## config.mk

```make
export PLATFORM = sky130hd
export DESIGN_NAME = nmac_ctrl
export DESIGN_NICKNAME = d
export VERILOG_FILES = /design/src/rtl/negacyclic_poly_mul_acc_assert.svh /design/src/rtl/nmac_pkg.sv /design/src/rtl/nmac_ctrl.sv
export SDC_FILE = /design/constraint.sdc
export NUM_CORES = 1
export LEC_CHECK = 0
export BUFFER_PORTS_ARGS = -buffer_cell sky130_fd_sc_hd__buf_4
export CAP_MARGIN = 20
export CELL_PAD_IN_SITES_DETAIL_PLACEMENT = 0
export CELL_PAD_IN_SITES_GLOBAL_PLACEMENT = 2
export CORE_ASPECT_RATIO = 1.2
export CORE_MARGIN = 10
export CORE_UTILIZATION = 34
export CTS_CLUSTER_DIAMETER = 60
export DETAILED_ROUTE_END_ITERATION = 16
export PLACE_DENSITY = 0.85
export SYNTH_ARGS = -nofsm -noshare
export SYNTH_HDL_FRONTEND = slang
export SYNTH_SLANG_ARGS = --single-unit
```

## constraint.sdc

```tcl
create_clock -name clock -period 3.76 [get_ports clock]
set_clock_uncertainty 0.1 [all_clocks]
set_input_delay 0.564 -clock clock [delete_from_list [all_inputs] [get_ports clock]]
set_output_delay 0.564 -clock clock [all_outputs]
set_load 0.01 [all_outputs]
```

## src/rtl/negacyclic_poly_mul_acc_assert.svh

```systemverilog
// ----------------------------------------------------------------------------
// Assertion macros for negacyclic_poly_mul_acc
// Implication checks, sampled on the rising clock and off during reset.
// ----------------------------------------------------------------------------
`ifndef NEGACYCLIC_POLY_MUL_ACC_ASSERT_SVH
`define NEGACYCLIC_POLY_MUL_ACC_ASSERT_SVH

// Same-cycle implication
`define NMAC_ASSERT_IMPLY(label, clk, rst, ante, cons) \
   label: assert property (@(posedge clk) disable iff (rst) (ante) |-> (cons)) \
      else $error("nmac assertion failed");

// Next-cycle implication
`define NMAC_ASSERT_NEXT(label, clk, rst, ante, cons) \
   label: assert property (@(posedge clk) disable iff (rst) (ante) |=> (cons)) \
      else $error("nmac assertion failed");

`endif

```

## src/rtl/nmac_pkg.sv

```systemverilog
// ----------------------------------------------------------------------------
// nmac_pkg
// Shared types and constants of the negacyclic multiply-accumulate block.
// ----------------------------------------------------------------------------
package nmac_pkg;

   localparam int COEF_W         = 62;
   localparam int DEG_W          = 6;
   localparam int CSR_IDX_W      = 1;
   localparam int MAX_DEGREE_DEF = 32;
   localparam logic [DEG_W-1:0]  DEGREE_RESET  = DEG_W'(32);
   localparam logic [COEF_W-1:0] MODULUS_RESET = COEF_W'(2);

   // Register indexes
   localparam logic [CSR_IDX_W-1:0] CSR_DEGREE  = 1'b0;
   localparam logic [CSR_IDX_W-1:0] CSR_MODULUS = 1'b1;

   typedef struct packed {
      logic [COEF_W-1:0] coef_a;
      logic [COEF_W-1:0] coef_b;
      logic              last_coef;
      logic              last_term;
   } req_item_type;

   typedef struct packed {
      logic [COEF_W-1:0] result_coef;
      logic              result_last;
   } rsp_item_type;

   // Operand source of the serial modular unit
   typedef enum logic [2:0] {
      SRC_IN_A    = 3'd0,
      SRC_IN_B    = 3'd1,
      SRC_MEM_A   = 3'd2,
      SRC_MEM_B   = 3'd3,
      SRC_MEM_ACC = 3'd4,
      SRC_MUL     = 3'd5
   } src_type;

   typedef struct packed {
      logic    latch;
      logic    start;
      src_type src;
      logic    wr_a;
      logic    wr_b;
      logic    wr_acc;
      logic    upd_acc;
      logic    sub;
      logic    clr_op;
      logic    clr_acc;
      logic    out_load;
      logic    out_last;
   } cmd_type;

   typedef struct packed {
      logic unit_busy;
      logic last_coef;
      logic last_term;
      logic out_free;
   } status_type;

endpackage

```

## src/rtl/nmac_ctrl.sv

```systemverilog
// ----------------------------------------------------------------------------
// nmac_ctrl
// Sequencer: item load, re-reduction pass, product loop over (i, j) and
// result emission.
// ----------------------------------------------------------------------------
module nmac_ctrl #(
   parameter int MAX_DEGREE = nmac_pkg::MAX_DEGREE_DEF,
   localparam int IW = $clog2(MAX_DEGREE),
   localparam int CW = $clog2(MAX_DEGREE + 1)
) (
   input  logic                 clock,
   input  logic                 reset,
   input  logic                 req_valid,
   output logic                 req_ready,
   input  nmac_pkg::status_type status,
   input  logic [CW-1:0]        d_eff,
   output nmac_pkg::cmd_type    cmd,
   output logic [IW-1:0]        idx_a,
   output logic [IW-1:0]        idx_b,
   output logic [IW-1:0]        idx_acc
);
   import nmac_pkg::*;

   localparam int SW = IW + 1;

   typedef enum logic [7:0] {
      ST_IDLE  = 8'b0000_0001,
      ST_RED_A = 8'b0000_0010,
      ST_RED_B = 8'b0000_0100,
      ST_POST  = 8'b0000_1000,
      ST_PRE   = 8'b0001_0000,
      ST_MUL   = 8'b0010_0000,
      ST_UPD   = 8'b0100_0000,
      ST_EMIT  = 8'b1000_0000
   } state_type;

   state_type     state_ff, state_in;
   logic          started_ff, started_in;
   logic [CW-1:0] coef_idx_ff, coef_idx_in;
   logic [IW-1:0] i_ff, i_in;
   logic [IW-1:0] j_ff, j_in;
   logic [IW-1:0] kp_ff, kp_in;
   logic [1:0]    sel_ff, sel_in;

   logic [SW-1:0] sum_ij;
   logic          wrap;
   logic [SW-1:0] k_sum;
   logic          kp_last;
   logic          i_last;
   logic          j_last;
   logic          done;

   // Product index with negacyclic wrap
   assign sum_ij  = SW'(i_ff) + SW'(j_ff);
   assign wrap    = (sum_ij >= SW'(d_eff));
   assign k_sum   = wrap ? (sum_ij - SW'(d_eff)) : sum_ij;
   assign kp_last = (CW'(kp_ff) == d_eff - CW'(1));
   assign i_last  = (CW'(i_ff) == d_eff - CW'(1));
   assign j_last  = (CW'(j_ff) == d_eff - CW'(1));
   assign done    = started_ff && !status.unit_busy;

   // Store addresses by phase
   always_comb begin
      idx_a   = i_ff;
      idx_b   = j_ff;
      idx_acc = k_sum[IW-1:0];
      if (state_ff == ST_RED_A || state_ff == ST_RED_B) begin
         idx_a = coef_idx_ff[IW-1:0];
         idx_b = coef_idx_ff[IW-1:0];
      end else if (state_ff == ST_PRE || state_ff == ST_EMIT) begin
         idx_a   = kp_ff;
         idx_b   = kp_ff;
         idx_acc = kp_ff;
      end
   end

   // Next state and commands
   always_comb begin
      state_in    = state_ff;
      started_in  = started_ff;
      coef_idx_in = coef_idx_ff;
      i_in        = i_ff;
      j_in        = j_ff;
      kp_in       = kp_ff;
      sel_in      = sel_ff;
      cmd         = '0;
      cmd.src     = SRC_IN_A;
      req_ready   = 1'b0;

      unique case (state_ff)
         ST_IDLE: begin
            req_ready = 1'b1;
            if (req_valid) begin
               cmd.latch = 1'b1;
               state_in  = (coef_idx_ff < d_eff) ? ST_RED_A : ST_POST;
            end
         end
         ST_RED_A: begin
            cmd.src = SRC_IN_A;
            if (!started_ff) begin
               cmd.start  = 1'b1;
               started_in = 1'b1;
            end else if (done) begin
               cmd.wr_a   = 1'b1;
               started_in = 1'b0;
               state_in   = ST_RED_B;
            end
         end
         ST_RED_B: begin
            cmd.src = SRC_IN_B;
            if (!started_ff) begin
               cmd.start  = 1'b1;
               started_in = 1'b1;
            end else if (done) begin
               cmd.wr_b   = 1'b1;
               started_in = 1'b0;
               state_in   = ST_POST;
            end
         end
         ST_POST: begin
            if (coef_idx_ff != CW'(MAX_DEGREE)) begin
               coef_idx_in = coef_idx_ff + CW'(1);
            end
            if (status.last_coef) begin
               kp_in    = '0;
               sel_in   = '0;
               state_in = ST_PRE;
            end else begin
               state_in = ST_IDLE;
            end
         end
         // Re-reduce A, B and the accumulator under the current modulus
         ST_PRE: begin
            case (sel_ff)
               2'd0:    cmd.src = SRC_MEM_A;
               2'd1:    cmd.src = SRC_MEM_B;
               default: cmd.src = SRC_MEM_ACC;
            endcase
            if (!started_ff) begin
               cmd.start  = 1'b1;
               started_in = 1'b1;
            end else if (done) begin
               started_in = 1'b0;
               case (sel_ff)
                  2'd0:    cmd.wr_a   = 1'b1;
                  2'd1:    cmd.wr_b   = 1'b1;
                  default: cmd.wr_acc = 1'b1;
               endcase
               if (sel_ff == 2'd2) begin
                  sel_in = '0;
                  if (kp_last) begin
                     i_in     = '0;
                     j_in     = '0;
                     state_in = ST_MUL;
                  end else begin
                     kp_in = kp_ff + IW'(1);
                  end
               end else begin
                  sel_in = sel_ff + 2'd1;
               end
            end
         end
         ST_MUL: begin
            cmd.src = SRC_MUL;
            if (!started_ff) begin
               cmd.start  = 1'b1;
               started_in = 1'b1;
            end else if (done) begin
               started_in = 1'b0;
               state_in   = ST_UPD;
            end
         end
         // Fold the product into the accumulator and advance (i, j)
         ST_UPD: begin
            cmd.upd_acc = 1'b1;
            cmd.sub     = wrap;
            state_in    = ST_MUL;
            if (j_last) begin
               j_in = '0;
               if (i_last) begin
                  cmd.clr_op  = 1'b1;
                  coef_idx_in = '0;
                  kp_in       = '0;
                  state_in    = status.last_term ? ST_EMIT : ST_IDLE;
               end else begin
                  i_in = i_ff + IW'(1);
               end
            end else begin
               j_in = j_ff + IW'(1);
            end
         end
         ST_EMIT: begin
            if (status.out_free) begin
               cmd.out_load = 1'b1;
               cmd.out_last = kp_last;
               if (kp_last) begin
                  cmd.clr_acc = 1'b1;
                  state_in    = ST_IDLE;
               end else begin
                  kp_in = kp_ff + IW'(1);
               end
            end
         end
         default: state_in = ST_IDLE;
      endcase
   end

   always_ff @(posedge clock) begin
      if (reset) begin
         state_ff    <= ST_IDLE;
         started_ff  <= 1'b0;
         coef_idx_ff <= '0;
         i_ff        <= '0;
         j_ff        <= '0;
         kp_ff       <= '0;
         sel_ff      <= '0;
      end else begin
         state_ff    <= state_in;
         started_ff  <= started_in;
         coef_idx_ff <= coef_idx_in;
         i_ff        <= i_in;
         j_ff        <= j_in;
         kp_ff       <= kp_in;
         sel_ff      <= sel_in;
      end
   end

endmodule

```

# Word-level counts from Yosys, hierarchy flattened

Cells that the tools add are included.

Register bits after elaboration: 32
Input bits: 13

Add/subtract/negate cells: 8
$lt $le $gt $ge: 2
Equal/unequal tests: 32
Muxes and demuxes: 77
Reductions and logical operators: 17

Operators with widths:

| kind                                                             | count |
|---|---|
| 8-bit 2-to-1 mux                                                 | 16 |
| 5-bit 2-to-1 mux                                                 | 23 |
| 8-bit case mux with 8 select lines                               | 1 |
| 2-bit != test (second input constant)                            | 17 |
| 5-bit case mux with 2 select lines                               | 2 |
| 5-bit case mux with 4 select lines                               | 1 |
| 5-bit by 6-bit == test with 1-bit output                         | 3 |
| 6-bit 2-to-1 mux                                                 | 3 |
| 4-bit case mux with 4 select lines                               | 1 |
| 5-bit by 1-bit adder with 5-bit output (second input constant)   | 3 |
| 1-bit 2-to-1 mux                                                 | 15 |
| 3-bit 2-to-1 mux                                                 | 5 |
| 13-bit AND reduction                                             | 1 |
| 6-bit case mux with 2 select lines                               | 1 |
| 8-bit by 1-bit == test with 1-bit output (second input constant) | 1 |
| 8-bit by 2-bit == test with 1-bit output (second input constant) | 1 |
| 8-bit by 3-bit == test with 1-bit output (second input constant) | 1 |
| 8-bit by 4-bit == test with 1-bit output (second input constant) | 1 |
| 8-bit by 5-bit == test with 1-bit output (second input constant) | 1 |
| 8-bit by 6-bit == test with 1-bit output (second input constant) | 1 |
| 8-bit by 7-bit == test with 1-bit output (second input constant) | 1 |
| 8-bit == test (second input constant)                            | 1 |
| 2-bit 2-to-1 mux                                                 | 4 |
| 4-bit AND reduction                                              | 2 |
| 26 further kinds                                                 | 30 |

# Logic depth before layout (Yosys ltp)

Depth after elaboration: 7
Gate-level depth with buffers: 15
Depth with buffers taken out: 15

# Least setup slack after synthesis

No wires, ideal clock.

Path kind: register to output
From: reg j_ff[0]
To: out idx_acc[1]
Arrival: 2,989 ps
Slack: 107 ps
Cell stages (with the launch flop): 15
Path buffers: 0
Path through: dfxtp_1 -> ha_1 -> inv_1 -> fa_1 -> inv_1 -> a21o_1 -> a21oi_1 -> xnor2_1 -> ha_1 -> and3_1 -> a31oi_1 -> o21ai_0 -> a21oi_1 -> mux2i_1 -> o21ai_0

Cells in the longest elaborated chain, start to end: 5
Elaborated cells between the ends (all ways): 6
Those cells by class: 2 x add/sub; 1 x order compare; 3 x mux

Ends and longest elaborated chain:

| what                                                                         | RTL line                         | RTL |
|---|---|---|
| start: declaration                                                           | nmac_ctrl.sv:41                  | `logic [IW-1:0] j_ff, j_in;` |
| start signal: assignment                                                     | nmac_ctrl.sv:222                 | `j_ff <= j_in;` |
| 5-bit by 5-bit adder with 6-bit output *                                     | nmac_ctrl.sv:54                  | `assign sum_ij = SW'(i_ff) + SW'(j_ff);` |
| 5-bit subtractor / 6-bit greater-or-equal comparator (equally long branches) | nmac_ctrl.sv:56, nmac_ctrl.sv:55 |  |
| 5-bit 2-to-1 mux *                                                           | nmac_ctrl.sv:56                  | `assign k_sum = wrap ? (sum_ij - SW'(d_eff)) : sum_ij;` |
| 5-bit 2-to-1 mux                                                             | nmac_ctrl.sv:70                  | `end else if (state_ff == ST_PRE \|\| state_ff == ST_EMIT) begin` |
| 5-bit 2-to-1 mux *                                                           | nmac_ctrl.sv:67                  | `if (state_ff == ST_RED_A \|\| state_ff == ST_RED_B) begin` |
| end: declaration                                                             | nmac_ctrl.sv:20                  | `output logic [IW-1:0] idx_acc` |

Mark *: on every way between the ends. The rest lies on a longest branch, timed or not.

# Worst setup path after layout

From: reg i_ff[0]
To: out idx_acc[1]

Cells in the longest elaborated chain, start to end: 5
Elaborated cells between the ends (all ways): 6
Those cells by class: 2 x add/sub; 1 x order compare; 3 x mux

Ends and longest elaborated chain:

| what                                                                         | RTL line                         | RTL |
|---|---|---|
| start: declaration                                                           | nmac_ctrl.sv:40                  | `logic [IW-1:0] i_ff, i_in;` |
| start signal: assignment                                                     | nmac_ctrl.sv:221                 | `i_ff <= i_in;` |
| 5-bit by 5-bit adder with 6-bit output *                                     | nmac_ctrl.sv:54                  |  |
| 5-bit subtractor / 6-bit greater-or-equal comparator (equally long branches) | nmac_ctrl.sv:56, nmac_ctrl.sv:55 |  |
| 5-bit 2-to-1 mux *                                                           | nmac_ctrl.sv:56                  |  |
| 5-bit 2-to-1 mux                                                             | nmac_ctrl.sv:70                  |  |
| 5-bit 2-to-1 mux *                                                           | nmac_ctrl.sv:67                  |  |

Marked as above.

==> flow_summary.yaml <==
critical_path:
  crit_chain: "ha_4 > inv_2 > fa_2 > inv_2 > a21o_1 > a21oi_2 > xnor2_2 > ha_1 > and3_1 > a31oi_1 > o21ai_1 > a21oi_2 > buf_4 > mux2i_1 > o21ai_1 > buf_4"
  path_max_fanout: 5
  cp_top_family: "adder cells"
  critPathCaptureType: "output port"
  crit_buf_inv: 4
  worstPathRequired_ns: 3.10
  slowest_stage: "dfxtp_2"
  arrival_ns: 3.00
  crit_start: "i_ff[0]"
  crit_type: "reg2out"
  critPathLaunchType: "flip-flop"
  crit_path_max_incr_delay_ns: 0.36
  rr_startpoint: "i_ff[2]"
grt:
  gr-usage-all-layers_pct: 13.8
  antenna_found_initial: 0
  grt_pass1_wl_um: 13600
  grt_pass1_vias: 2753
  grt_max_degree: 19
  overflow: 0
clock_tree:
  htreeDepth: 2
  ctsHoldBuffers: 0
  tritoncts: "built"
  cts_root_buf: "clkbuf_8"
  clk_pin_slew_ns: 0.07
  numCtsBuffers: 5
  clock_path_buffers: 2
  worstSkewPairLatency_ns: 0.29
  cts.sinks: 32
min_path:
  holdCritPathClass: "reg2reg"
  min_from: "started_ff"
logic_synthesis:
  seq_area_frac_synth_pct: 23.1
  yosysWarnings: 0
  ys_types: 58
  synth_area_leader_cell: "dfxtp_1"
  synth_top_area_share_pct: 23.1
  async_flop_share_pct: 0
  syn_inst: 349
  ys_seq_elements: 32
  synthFlopType: "dfxtp_1"
  synth_edf_count: 0
  syn-num-nets: 386
  synth.area.top_cells: "dfxtp_1, ha_1, nor2_1, a21o_1, xor2_1"
  synth_area_mm2: 0.00277
  avgSynthCellArea_um2: 7.95
floorplanning:
  die_h_um: 119
  start_util_pct: 34.6
  core-area_mm2: 0.00802
  rows: 36
  io_pins: 43
  fp.dieW_um: 102
  dieArea_mm2: 0.0122
timing:
  setup_viol: 0
  rsz0062_at_grt: "true"
  period_needed_ns: 3.66
  hold_viol_final: 0
  whs_ns: 0.439
  maxSlewHeadroom_pct: 56.7
  fin_crit_sh_pct: 97.4
  slew_viol_final: 0
  worst_slew_pin_slew_ns: 0.647
  fin_tns_setup_ns: 0
  clock.fmax_mhz: 273
routing:
  vias: 2712
  drt_iter0_markers: 86
  routedWlPerCell_um: 16.4
  antenna_left: 0
  detail_route.vias_per_cell: 5.32
  wl_um: 8350
  drt_pass1_iterations: 4
  drc: 0
placement:
  gp_congestion: 0.830
  port-buffer-count: 42
  hpwl_um: 6770
  placed_cell_area_mm2: 0.00332
flow_run:
  max_cap_viol_count: 0
finish:
  post-route-cell-area_mm2: 0.00350
  antenna_cells: 0
  layout-drive-gt1-share_pct: 23.4
  multi_input_area_mm2: 0.00203
  fin_nets: 451
  register_area_um2: 643
  nFillCells: 855
  area_growth_pct: 26.2
power:
  p_leak_nw: 1.78
  p_per_area_mw_per_mm2: 235
  vdd_drop_max_uv: 173
run_status:
  status: "complete, no violations"
per-layer routing:
metal | share of wire, % | track usage, % | vias up
met4 | 1.5 | 3.53 | 0
met3 | 4.2 | 2.72 | 11
li1 | - | - | 1363
met5 | 0 | 0 | -
met1 | 46 | 16.8 | 1276
met2 | 48 | 23.9 | 62
cells in the final DEF, fill, tap and decap left out, types with 2 or more instances in the layout:
cell      instances
buf_4            66
nor2_1           48
nand2_1          30
dfxtp_1          30
inv_1            25
ha_1             21
a21oi_1          20
a21o_1           19
xor2_1           16
xnor2_1          13
o21ai_0          10
nand3_1           9
nand4_1           7
nand2b_1          6
nand4b_1          5
nor3_1            5
clkbuf_8          5
nor4_1            4
a21oi_2           4
and3_1            4
xnor3_1           4
mux2i_1           4
or3_1             4
a22oi_1           4
nor2b_1           3
and4b_1           2
xnor2_2           2
inv_2             2
a31oi_1           2
o21ai_1           2
and2_1            2
a211o_1           2
o32ai_1           2
fa_2              2
dfxtp_2           2
cells in the mapped netlist, types with 5 or more instances:
cell type,number
a21o_1,19
nand4_1,7
o21ai_0,12
a21oi_1,23
xnor2_1,15
dfxtp_1,32
ha_1,22
nand2b_1,6
xor2_1,16
nand4b_1,5
inv_1,27
nor3_1,5
nand2_1,30
nand3_1,9
nor2_1,48
power breakdown:
group          leakage, nW  internal, mW  switching, mW
clock network       0.0552         0.197          0.136
logic                 1.47        0.0652         0.0786
registers            0.259         0.343        0.00411
path summary, 6_finish.rpt:
check,end,slack [ns],cells past startpoint
hold / removal,started_ff,0.44,2
setup reg to reg,kp_ff[4],0.91,10
setup / recovery,idx_acc[1],0.1,16
hold reg to reg,started_ff,0.44,2
logic make-up after synthesis:
logic type / Yosys count / synth area share (%)
adders and majority gates: 24 / 11.4
muxes: 4 / 1.44
DFF: 32 / 23.1
and+or+nand+nor: 140 / 26.7
AOI/OAI and AO/OA: 78 / 18.9
xor gates and xnor gates: 35 / 13.0
buffers and inverters: 36 / 5.37
registers in the layout (all words and copies together) (netlist names):
register     flops
state_ff         8
sel_ff           2
coef_idx_ff      6
j_ff             5
kp_ff            5
i_ff             5
started_ff       1
layout make-up:
type,count,area share (%)
clock buffers,6,2.07
repair buffers,67,14.3
well taps,95,3.40
clock inverters,2,1.00
multi-input cells,281,58.0
inverters,27,2.90
flip-flops and latches,32,18.4
timing repair:
item                       4_1_cts  5_1_grt
gates cloned                     1        0
setup endpoints to repair        5        5
buffers inserted                 2        1
pin swaps                        7       10
gates resized for setup         10        6
through the flow:
step	power (mW)	worst slack [ns]	instances	util [%]
finish	0.823	0.0984	510	43.6
global route	0.857	-0.0474	510	43.6
CTS	0.830	0.00629	509	43.3
detailed placement	0.497	0.147	498	41.4
global placement	0.498	0.222	498	41.4
floorplan	0.444	0.107	349	-
worst min-delay path: stages, from the launching register on:
cell,delay (ns)
dfxtp_1,0.36
a21oi_1,0.07
nor2_1,0.07
No activity file was read; power rests on OpenSTA's default activity.
